==> src/design/ffas_pkg.sv <==
`timescale 1ns / 1ps
// ----------------------------------------------------------------------------
// ffas_pkg: shared types and constants of the first-fit sub-allocator
// Table depth, field widths, status codes and the layout of one table entry.
// ----------------------------------------------------------------------------
package ffas_pkg;

  // table geometry
  localparam int MAX_BLOCKS = 64;
  localparam int IDX_W      = $clog2(MAX_BLOCKS);
  localparam int CNT_W      = $clog2(MAX_BLOCKS + 1);

  // data path width of offsets and sizes
  localparam int DATA_W = 32;

  // chunk size after reset
  localparam logic [DATA_W-1:0] CHUNK_RESET = 32'd268435456;

  // request codes
  localparam logic FUNC_ALLOC = 1'b0;
  localparam logic FUNC_FREE  = 1'b1;

  // result status codes
  typedef enum logic [1:0] {
    ST_OK       = 2'd0,
    ST_NOFIT    = 2'd1,
    ST_FULL     = 2'd2,
    ST_NOTFOUND = 2'd3
  } status_t;

  // one table entry as stored in the memory
  typedef struct packed {
    logic              free;
    logic [DATA_W-1:0] size;
    logic [DATA_W-1:0] off;
  } entry_t;

endpackage

==> src/design/ffas_rem.sv <==
`timescale 1ns / 1ps
// ----------------------------------------------------------------------------
// ffas_rem: iterative remainder unit
// Restoring division, one quotient bit per cycle; returns dividend % divisor
// with a one-cycle done strobe after DATA_W steps. Divisor must be nonzero.
// ----------------------------------------------------------------------------
module ffas_rem (
  input  logic                   clk,
  input  logic                   rst,
  input  logic                   start,
  input  logic [ffas_pkg::DATA_W-1:0] dividend,
  input  logic [ffas_pkg::DATA_W-1:0] divisor,
  output logic                   done,
  output logic [ffas_pkg::DATA_W-1:0] rem
);
  import ffas_pkg::*;

  localparam int STEP_W = $clog2(DATA_W);

  logic              running;
  logic [STEP_W-1:0] step;
  logic [DATA_W-1:0] quo;
  logic [DATA_W-1:0] dvs;
  logic [DATA_W:0]   part;
  logic [DATA_W:0]   part_sh;
  logic [DATA_W:0]   part_next;

  // shift in next dividend bit, subtract when it fits
  always_comb begin
    part_sh = {part[DATA_W-1:0], quo[DATA_W-1]};
    if (part_sh >= {1'b0, dvs}) begin
      part_next = part_sh - {1'b0, dvs};
    end else begin
      part_next = part_sh;
    end
  end

  assign rem = part[DATA_W-1:0];

  always_ff @(posedge clk) begin
    if (rst) begin
      running <= 1'b0;
      done    <= 1'b0;
      step    <= '0;
    end else begin
      done <= 1'b0;
      if (start) begin
        running <= 1'b1;
        step    <= STEP_W'(DATA_W - 1);
        quo     <= dividend;
        dvs     <= divisor;
        part    <= '0;
      end else if (running) begin
        part <= part_next;
        quo  <= {quo[DATA_W-2:0], 1'b0};
        step <= step - STEP_W'(1);
        if (step == '0) begin
          running <= 1'b0;
          done    <= 1'b1;
        end
      end
    end
  end

endmodule

==> config.mk <==
export PLATFORM = sky130hd
export DESIGN_NAME = ffas_rem
export DESIGN_NICKNAME = d
export VERILOG_FILES = /design/src/design/ffas_pkg.sv /design/src/design/ffas_rem.sv
export SDC_FILE = /design/constraint.sdc
export NUM_CORES = 1
export LEC_CHECK = 0
export BUFFER_PORTS_ARGS = -buffer_cell sky130_fd_sc_hd__buf_2
export CAP_MARGIN = 20
export CORE_AREA = 2 2 119 208
export DETAILED_ROUTE_END_ITERATION = 6
export DIE_AREA = 0 0 121 210
export SYNTH_ARGS = -nofsm -noshare
export SYNTH_HDL_FRONTEND = slang
export SYNTH_SLANG_ARGS = --single-unit
==> constraint.sdc <==
create_clock -name clk -period 11.6 [get_ports clk]
set_input_delay 1.16 -clock clk [delete_from_list [all_inputs] [get_ports clk]]
set_output_delay 1.16 -clock clk [all_outputs]
set_load 0.005 [all_outputs]
**Word-level counts from Yosys, hierarchy flattened**

Cells that the tools add are included.

- Bits in registers: 103
- Input port bits: 67
- Output and inout port bits: 33

- $add $sub $neg: 2
- Order comparisons: 1
- Mux-type cells: 10
- Bitwise operators: 2
- Reduce and logical (&&, ||, !) cells: 5

Operator list:

| kind | count |
|---|---|
| $mux W32 | 4 |
| $ge A33 B32 Y1 | 1 |
| $sub A32 B32 Y32 | 1 |
| $mux W5 | 2 |
| $logic_not A5 Y1 | 1 |
| $sub A5 B1 Y5 const B | 1 |
| $mux W1 | 4 |
| $reduce_and A2 Y1 | 2 |
| $reduce_or A3 Y1 | 1 |
| $not A1 Y1 | 2 |
| $reduce_bool A2 Y1 | 1 |

**Logic depth before layout (Yosys ltp)**

Gate-level depths: netlist (run 1).

- Depth after elaboration: 4
- Mapped depth: 13
- Mapped depth without buffers: 13

**Worst setup path before layout (run 1)**

Ideal clock, no wire load.

- Path type: input-to-reg
- Start: input start
- End: register part[0] (enable)
- Setup time: 0.488 ns
- Arrival: 4.518 ns
- Data required time: 11.112 ns
- Setup slack: 6.595 ns
- Stages on the path: 4
- Buffers on the path: 2
- Cell sequence: clkbuf_1 clkbuf_1 nor2_1 nor2_1

- Longest elaborated chain between the ends: 2

Ends and longest elaborated chain:

| element | RTL line | text |
|---|---|---|
| from (decl) | ffas_rem.sv:10 | `input logic start,` |
| $reduce_bool A2 Y1 (no line) | n/a |  |
| $reduce_and A2 Y1 (no line) | n/a |  |
| to (signal assigned) | ffas_rem.sv:54 | `part <= part_next;` |
| to (decl) | ffas_rem.sv:24 | `logic [DATA_W:0] part;` |

Every way passes these cells.
A chain may end at the register's enable or synchronous reset.

**Worst setup path after layout (run 1)**

- Start: input start
- End: register dvs[18] (enable)

- Longest elaborated chain between the ends: 1

Ends and longest elaborated chain:

| element | RTL line | text |
|---|---|---|
| $reduce_and A2 Y1 (no line) | n/a |  |
| to (signal assigned) | ffas_rem.sv:51 | `dvs <= divisor;` |
| to (decl) | ffas_rem.sv:23 | `logic [DATA_W-1:0] dvs;` |

Every way passes these cells.

==> impl_summary.md, run 1 <==
Placed design
After detailed placement, the total cell area comes to 0.00667 mm². The port buffer count is a little under 100. The number of placed instances, taps included, is 897.

Detailed placement ended at an HPWL of around 11 mm. Routability-driven placement finished with a final weighted congestion of 0.791.

Synth
For this run, the leading register cell type out of synthesis is sky130_fd_sc_hd__edfxtp_1. The Yosys step of the flow raised 0 warnings. Of all cell types, the one taking the most synthesized area is sky130_fd_sc_hd__edfxtp_1. The post-synth net total is approximately 600. Dividing the synthesized area by the synthesized cell count gives 11.6 µm². The number of cells produced by synthesis is just over 500. The synthesis-stage register bit count is about 100. The area share of the leading cell type in the synthesized netlist is 49.0%. By area the synthesized netlist is led by sky130_fd_sc_hd__edfxtp_1 (49%), sky130_fd_sc_hd__ha_1 (7.2%), sky130_fd_sc_hd__mux2_2 (5.9%), sky130_fd_sc_hd__mux2i_1 (3.6%), sky130_fd_sc_hd__xnor2_1 (3.0%). The number of distinct library cells after synthesis is 60. The synthesized design contains 96 enable-type register cells.

The sequential element share of the synthesized area is approximately half. The async set-reset flop share out of synthesis is 0%. The post-synth design cell area is between 0.005 and 0.006 mm².

Timing
Based on the critical path, the design can be clocked at up to 0.302 GHz. The final critical-path share of the clock period is 28.5%. On the final layout, the worst hold slack is between 0.5 and 0.6 ns.

The worst-margin pin slew is just over 1 ns. Measured against its own limit, the worst slew margin works out to 30.7%. The routed design could run at a clock period as short as around 3.3 ns. Setup repair after global routing left no endpoint under its margin. The final count of hold timing violations is 0. The number of pins with negative max-slew slack in the final report is 0. The worst clock skew on the final layout is 0.0167 ns. The number of setup violations in the final report is 0. Adding up every negative setup slack in the final design gives 0 ns.

Worst setup path
In this run the critical register-to-register path is captured at part[30]$_SDFFCE_PP0P_. The critical path's top delay family is buffers and inverters. For the worst flop-to-flop path, the logic depth is 13. The cell with the biggest individual delay on the critical path is sky130_fd_sc_hd__nor2_4. The endpoint required time on the critical path is ~12 ns. The highest fanout seen on the critical path is a little over 60. The setup check on the worst reg-to-reg path leaves a slack of about 8.4 ns.

In this run the worst setup path begins at start. The path type of the worst setup path is in -> reg. The signal arrival time at the worst endpoint is approximately 3.3 ns. The buffer and inverter count on the worst path is 3. The startpoint type of the worst setup path is an input port.

STA classifies the critical path endpoint as a register. The largest stage delay on the critical path is ~0.93 ns. The startpoint identified for the worst register-to-register timing path is quo[31]$_DFFE_PP_. In this run the worst setup path terminates at dvs[18]$_DFFE_PP_. In this run the number of cells on the critical path is 4.

The signal on the critical path passes through buf_2, buf_4, inv_1, nor2_4.

Global routing
The maximum number of pins on one net before global-route repair is 63. The number of global-route vias before repair came to 4299. The number of antenna violations at the first check in global routing is 0. After global routing the overflow that remains totals 0. Global routing used a little under an eighth of the available tracks.

The first global-routing pass estimated ~22 mm of wire.

Floorplan
The overall die height is 210 µm. The effective utilization at floorplan is around a quarter. The die covers ~0.025 mm².

In this run the standard cell core region covers around 0.024 mm². The number of cell rows is 75. The width of the die is approximately 120 µm.

The count of boundary I/O pins is 100.

Power
The share of total power in the clock network is 27.6%. For this design the total switching power over the nets is approximately 340 µW. The combinational cell fraction of total power is 28.5%.

The fraction of power spent switching nets is between 30% and 40%. In this run the power density over the cells is 154 mW/mm². Summed over all cells, the static leakage comes to around 2.9 nW. The maximum vdd ir drop is 0.0000772 V. Of the total power, registers draw 43.8%. Internal power comes to ~730 µW.

Route
In the routed layout, each cell is associated on average with a via count of approximately 4.6. The detailed-route wire length is between 10 and 15 mm. Dividing the detail-routed wire length by the instance count gives 15.6 µm.

The routed layout has between 4000 and 5000 vias. The remaining design rule violation count is 0. The number of detailed-routing iterations run before antenna repair is 6. The starting DRC count in detailed routing is between 100 and 150. The count of nets left with antenna violations once routing finished came out at 0.

Clock network
The clock slew at the register clock pins of the worst setup and hold paths is ~0.08 ns. The hold buffer count at CTS is 0. The buffer levels on the longest clock path is 2. The clock latency of the later-clocked register in the worst-skew pair is 0.36 ns. Buffers inserted during clock tree synthesis total 9. The count of buffers added by post-CTS timing repair for setup is 0.

TritonCTS built the clock tree. CTS saw 103 sinks. The number of gates resized after CTS is 0. The tree is rooted in a sky130_fd_sc_hd__clkbuf_16.

The number of levels in the clock H-tree is 3.

Final layout
After routing the design area is just under 0.007 mm². Of the cells placed in the final design, the portion with a size suffix greater than 1 is 27.1%. For this run, the number of standard cells in the final layout without fillers is 913.

The total inserted antenna cells is 0. At the end of the flow, the number of nets in the layout was about 700. From synthesis to final layout, the design area changed by 18.2%.

Min path
Along the worst hold path, the cell count comes to 1. The path type of the worst min-delay path is reg -> reg.

Run
Across the run, the number of max-cap violations was 0.

Outcome
The run finished with clean final reports.
==> registers in the layout, summed over array words and instances, names as in the netlist <==
name	flops
part	32
step	5
running	1
quo	32
done	1
dvs	32
==> logic make-up (layout without fill, tap and decap cells) <==
family / Yosys count / in the layout / share of synthesized area (%)
compound gates: 103 / 103 / 12.0
xor+xnor: 30 / 30 / 4.47
fa+ha+maj: 35 / 35 / 7.57
buf+inv: 61 / 157 / 4.62
flops: 103 / 103 / 51.4
mux: 52 / 52 / 9.51
simple gates: 125 / 125 / 10.4
==> metal layers <==
| metal | share of wire (%) | vias up | global-route usage [%] |
|---|---|---|---|
| li1 | - | 2040 | - |
| met1 | 37 | 2029 | 11.4 |
| met2 | 56 | 79 | 21.9 |
| met3 | 4.2 | 15 | 2.52 |
| met4 | 2.2 | 0 | 4.85 |
| met5 | 0 | - | 0 |
==> power groups by stage <==
stage          Combinational, mW  Sequential (mW)  Clock (mW)
2_1_floorplan              0.237            0.474           0
4_1_cts                    0.309            0.471       0.306
6_report                   0.305            0.470       0.296
5_1_grt                    0.340            0.473       0.316
3_5_place_dp               0.307            0.479           0
3_3_place_gp               0.305            0.478           0
==> stage by stage <==
| stage | utilization, % | power, mW | setup WS (ns) |
|---|---|---|---|
| finish | 29.3 | 1.07 | 8.29 |
| global route | 29.3 | 1.13 | 8.07 |
| CTS | 29.3 | 1.08 | 8.21 |
| detailed placement | 28.1 | 0.786 | 7.83 |
| global placement | 28.1 | 0.783 | 7.88 |
| floorplan | - | 0.711 | 6.59 |
==> cells in the mapped netlist, drive strengths merged, types with 3 or more instances <==
cell type,n
o21ai,12
edfxtp,96
inv,40
nor2b,6
o21bai,3
nand2b,3
nor3,5
nor2,40
dfxtp,7
xor2,10
mux2i,21
nand3,9
and2,3
nand2,35
mux2,31
and3,6
buf,9
a21o,19
o21a,4
clkbuf,12
a21oi,33
o211ai,3
nand4,4
xnor2,20
o22ai,7
a211oi,5
nor4b,5
ha,34
==> how the worst min path moves through the flow <==
stage	startpoint	endpoint	slack, ns
2_1_floorplan	quo[28]$_DFFE_PP_	quo[29]$_DFFE_PP_	0.52
3_3_place_gp	quo[0]$_SDFFCE_PN0P_	quo[1]$_DFFE_PP_	0.53
3_5_place_dp	quo[27]$_DFFE_PP_	quo[28]$_DFFE_PP_	0.53
4_1_cts	quo[4]$_DFFE_PP_	quo[5]$_DFFE_PP_	0.55
5_1_grt	quo[28]$_DFFE_PP_	quo[29]$_DFFE_PP_	0.56
6_report	quo[4]$_DFFE_PP_	quo[5]$_DFFE_PP_	0.55
==> placed cells by master, fill, tap and decap left out, drive strengths merged, types with 7 or more instances in the layout <==
cell and n:
buf 101, nor2 40, xnor2 20, a21o 19, a21oi 33, mux2i 21
o22ai 7, inv 43, nand2 35, xor2 10, ha 34, o21ai 12
edfxtp 96, clkbuf 10, nand3 9, dfxtp 7, mux2 31
==> layout make-up <==
cell class	count	area (µm²)
clock buffers	10	229
clock inverters	6	53.8
fillers	2466	16800
inverters	40	150
multi-input cells	345	2600
flip-flops and latches	103	3020
well taps	308	385
repair buffers	101	510
(Power assumes the default switching activity.)
==> inputs of run 2 (changes only) <==
--- a/config.mk
+++ b/config.mk
@@ -5,11 +5,12 @@
 export SDC_FILE = /design/constraint.sdc
 export NUM_CORES = 1
 export LEC_CHECK = 0
+export ABC_AREA = 1
 export BUFFER_PORTS_ARGS = -buffer_cell sky130_fd_sc_hd__buf_2
 export CAP_MARGIN = 20
-export CORE_AREA = 2 2 119 208
+export CORE_AREA = 2 2 131 229
 export DETAILED_ROUTE_END_ITERATION = 6
-export DIE_AREA = 0 0 121 210
+export DIE_AREA = 0 0 133 231
 export SYNTH_ARGS = -nofsm -noshare
 export SYNTH_HDL_FRONTEND = slang
 export SYNTH_SLANG_ARGS = --single-unit
==> constraint.sdc (replaced) <==
create_clock -name clk -period 2.65 [get_ports clk]
set_input_delay 0.265 -clock clk [delete_from_list [all_inputs] [get_ports clk]]
set_output_delay 0.265 -clock clk [all_outputs]
set_load 0.005 [all_outputs]
==> run 2 against run 1 <==
- clock power grew to 4.6 times the previous value
- global-route usage rose by 3.8 points
- power rose to 4.6 times the previous value
- final cell count grew 60%
- setup slack worse by 8.1 ns
- sequential power rose to 4.3 times the previous value
- clock skew decreased by 0.0064 ns
- sequential share of layout area shrank 7.5 points
- via count up 49%
- final area rose by 21%
- non-clock buffer count increased by 11
- synthesized area grew 21%
==> impl_summary.md, run 2 <==
Outcome
The flow ran to the end, and the final reports show no timing, DRC or antenna violations.

Route
The starting DRC count in detailed routing is around 240. The detailed router placed 6221 vias in this run. Dividing the detail-routed wire length by the instance count gives ~15 µm. The remaining design rule violation count is 0. Once detail routing completed, the nets flagged for antenna violations numbered 0.

The pre-antenna-repair detailed-routing pass consisted of 5 iterations. The detailed-route wire length is ~22 mm. Using the TritonRoute via totals, the vias-per-cell ratio works out to 4.27.

Worst setup path
The path type of the worst setup path is reg -> reg. STA puts the critical path data required time at between 2 and 3 ns. The startpoint type of the worst setup path is a register. The slack of the worst reg-to-reg path is between 0.1 and 0.15 ns.

Of all nets on the critical path, the largest fanout is 12. STA puts the critical path data arrival time at about 2.8 ns. The worst setup path is captured at a register.

Final layout
In the final layout, the share of cells above drive strength 1 is ~17%. The number of nets in the final layout is between 1000 and 1500. The library cells used most frequently in the layout, excluding fill and tap cells, are sky130_fd_sc_hd__nand2_1 (372), sky130_fd_sc_hd__inv_1 (170), sky130_fd_sc_hd__nor2_1 (99), sky130_fd_sc_hd__buf_2 (99), sky130_fd_sc_hd__edfxtp_1 (96). The final design instance area without fill is approximately 0.0084 mm². Cells fill 29.0% of the core in the end.

In the final layout, the registers with the most flip-flops are dvs: 32 flops, part: 32 flops, quo: 32 flops. The post-synthesis to final-layout area growth is 18.1%. The library cell used most frequently in the layout, excluding fill and tap cells, is sky130_fd_sc_hd__nand2_1. The total inserted antenna cells is 0.

Placed design
The port buffer count is 99. The total placed instance area is a little over 0.008 mm². At the end of routability-driven placement, the weighted congestion stood at between 0.9 and 1. Detailed placement ended at an HPWL of around 17 mm.

Run
Max-cap violations in this run came to 0.

Global routing
The first-pass GRT wire length is roughly 35 mm. Entering global routing, the biggest net connects 66 pins. The number of antenna violations at the first check in global routing was 0.

Across every metal layer, demand over resource in global routing totals between 10% and 20%. Global routing finished with a remaining overflow of 0. The number of global-route vias before repair is 6690.

Clock network
The clock slew at the register clock pins of the worst setup and hold paths is 0.08 ns. The hold buffer count at CTS is 0. The clock tree from TritonCTS is done. The clock root buffer is sky130_fd_sc_hd__clkbuf_16. The longest clock path from root to sink contains 2 buffers. The sink count of the clock tree is 103. The CTS buffer count is 9. The number of levels in the clock H-tree is 3.

The clock latency of the later-clocked register in the worst-skew pair is between 0.3 and 0.4 ns.

Timing
The worst clock skew on the final layout is around 0.010 ns. The post-route setup TNS is 0 ns. Setup violations remaining at the end of the flow were counted as 0. Setup repair after global routing left no endpoint under its margin. Derived from the worst setup path, the maximum achievable clock frequency is ~0.4 GHz. The tightest slew margin relative to the limit is approximately 57%. The number of pins with negative max-slew slack in the final report is 0. The final count of hold timing violations came to 0. In the finished design, the share of the clock period the worst path needs comes to about 94%. The minimum clock period after layout is 2.50 ns. At the pin with the least slew margin, the transition time is 0.650 ns.

Power
The power density normalized to cell area is approximately 590 mW/mm². The combinational cell fraction of total power is between 30% and 40%. The part of the total power dissipated in sequential elements is slightly above 40%. The maximum vdd ir drop is around 0.00032 V. Per report_power, the clock group accounts for 27.7% of the total. Total power for the finished layout comes to 4.94 mW.

For this design the static power due to leakage is ~4.4 nW. The cell-internal power is roughly 3.2 mW. Net switching is a little over a third of the power. The analysis attributes to net switching a power of around 1.8 mW.

Floorplan
The floorplan step set the die height to 231 µm. The die is around 130 µm wide. 100 I/O pins were placed.

The effective utilization at floorplan is between 20 and 25%. The floorplan has just over 80 rows. The core region is slightly below 0.03 mm². The overall die area is roughly 0.031 mm².

Synth
The area share of the leading cell type in the synthesized netlist is 40.5%. After synthesis, the share of flip-flops with an asynchronous set or reset is 0%. Among all flip-flop cells after synthesis, the most frequent one is sky130_fd_sc_hd__edfxtp_1.

The most frequent cell after synthesis is sky130_fd_sc_hd__nand2_1. The biggest area contributor in the post-synthesis netlist is sky130_fd_sc_hd__edfxtp_1. The number of enable-type register cells in the synthesized netlist is 96.

The synthesized area per cell is between 7 and 8 µm². Synthesis inferred approximately 100 register bits. By count the netlist is led by sky130_fd_sc_hd__nand2_1 (373), sky130_fd_sc_hd__inv_1 (171), sky130_fd_sc_hd__nor2_1 (101). The post-synth net total is 1070. The synthesized netlist occupies a cell area of 0.00712 mm². Synthesis instantiated 35 different standard cells from the library.

The sequential element share of the synthesized area is 42.5%. Synthesis produced a netlist whose cell count is around 970. By area the synthesized netlist is led by sky130_fd_sc_hd__edfxtp_1 (40%), sky130_fd_sc_hd__nand2_1 (20%), sky130_fd_sc_hd__inv_1 (9.0%), sky130_fd_sc_hd__ha_1 (6.0%), sky130_fd_sc_hd__nor2_1 (5.3%).

During synthesis, Yosys emitted a total of 0 warnings.

Min path
In this run the worst hold path is classified as in -> reg.
## run 2: area by class of cell
type                    count  area [µm²]
repair buffers            112         643
flip-flops and latches    103        3020
clock inverters             6        48.8
fillers                  3187       20600
clock buffers              10         239
inverters                 184         696
well taps                 382         478
multi-input cells         661        3280
## run 2: power by group through the flow
stage,logic [mW],clock network [mW],registers [mW]
after floorplan,1.04,0,2.04
after global placement,1.53,0,2.06
after detailed placement,1.54,0,2.06
after CTS,1.55,1.42,2.03
after global routing,1.75,1.47,2.04
final,1.54,1.37,2.02
## run 2: metal layers
metal	vias up	routed length (µm)	global-route usage [%]
li1	3169	-	-
met1	2832	7190	12.6
met2	155	12200	29.4
met3	65	930	2.83
met4	0	1940	13.7
met5	-	0	0
## run 2: critical path, cell delays in order, from the launching register on
cell	delay, ns
sky130_fd_sc_hd__edfxtp_1	0.45
sky130_fd_sc_hd__ha_2	0.43
sky130_fd_sc_hd__nand2_1	0.12
sky130_fd_sc_hd__nor2_2	0.21
sky130_fd_sc_hd__nand3_1	0.17
sky130_fd_sc_hd__nand3_2	0.16
sky130_fd_sc_hd__nand2_2	0.07
sky130_fd_sc_hd__nand2_2	0.13
sky130_fd_sc_hd__nand2_4	0.13
sky130_fd_sc_hd__buf_4	0.21
sky130_fd_sc_hd__nand3b_1	0.09
sky130_fd_sc_hd__nand2_1	0.06
sky130_fd_sc_hd__nor2_1	0.13
## run 2: kinds of logic (layout without fill, tap and decap cells)
family,after synthesis,count (layout),share of synthesized area (%)
buffers and inverters,204,312,11.8
adders and majority gates,35,35,6.26
DFF,103,103,42.5
xor gates and xnor gates,14,14,1.72
and+or+nand+nor,580,580,35.2
AOI/OAI and AO/OA,32,32,2.50
## run 2: worst paths after layout
| path | to | startpoint | depth (start not counted) |
|---|---|---|---|
| setup / recovery | part[16]$_SDFFCE_PP0P_ | part[7]$_SDFFCE_PP0P_ | 12 |
| hold / removal | dvs[14]$_DFFE_PP_ | divisor[14] | 1 |
| setup reg to reg | part[16]$_SDFFCE_PP0P_ | part[7]$_SDFFCE_PP0P_ | 12 |
| hold reg to reg | step[0]$_SDFFE_PP0N_ | step[0]$_SDFFE_PP0N_ | 2 |
## run 2: metrics by stage
| step | setup WS (ns) | instances | hold WS, ns |
|---|---|---|---|
| CTS | 0.0764 | 1458 | 0.0347 |
| floorplan | 0.228 | 968 | 0.334 |
| detailed placement | 0.0968 | 1442 | 0.443 |
| finish | 0.147 | 1458 | 0.0448 |
| global route | 0.000606 | 1458 | 0.0392 |
| global placement | 0.106 | 1442 | 0.444 |
## run 2: repair_timing
action	in CTS	in global routing
setup endpoints to repair	0	14
gates resized for setup	0	5
setup buffers	0	0
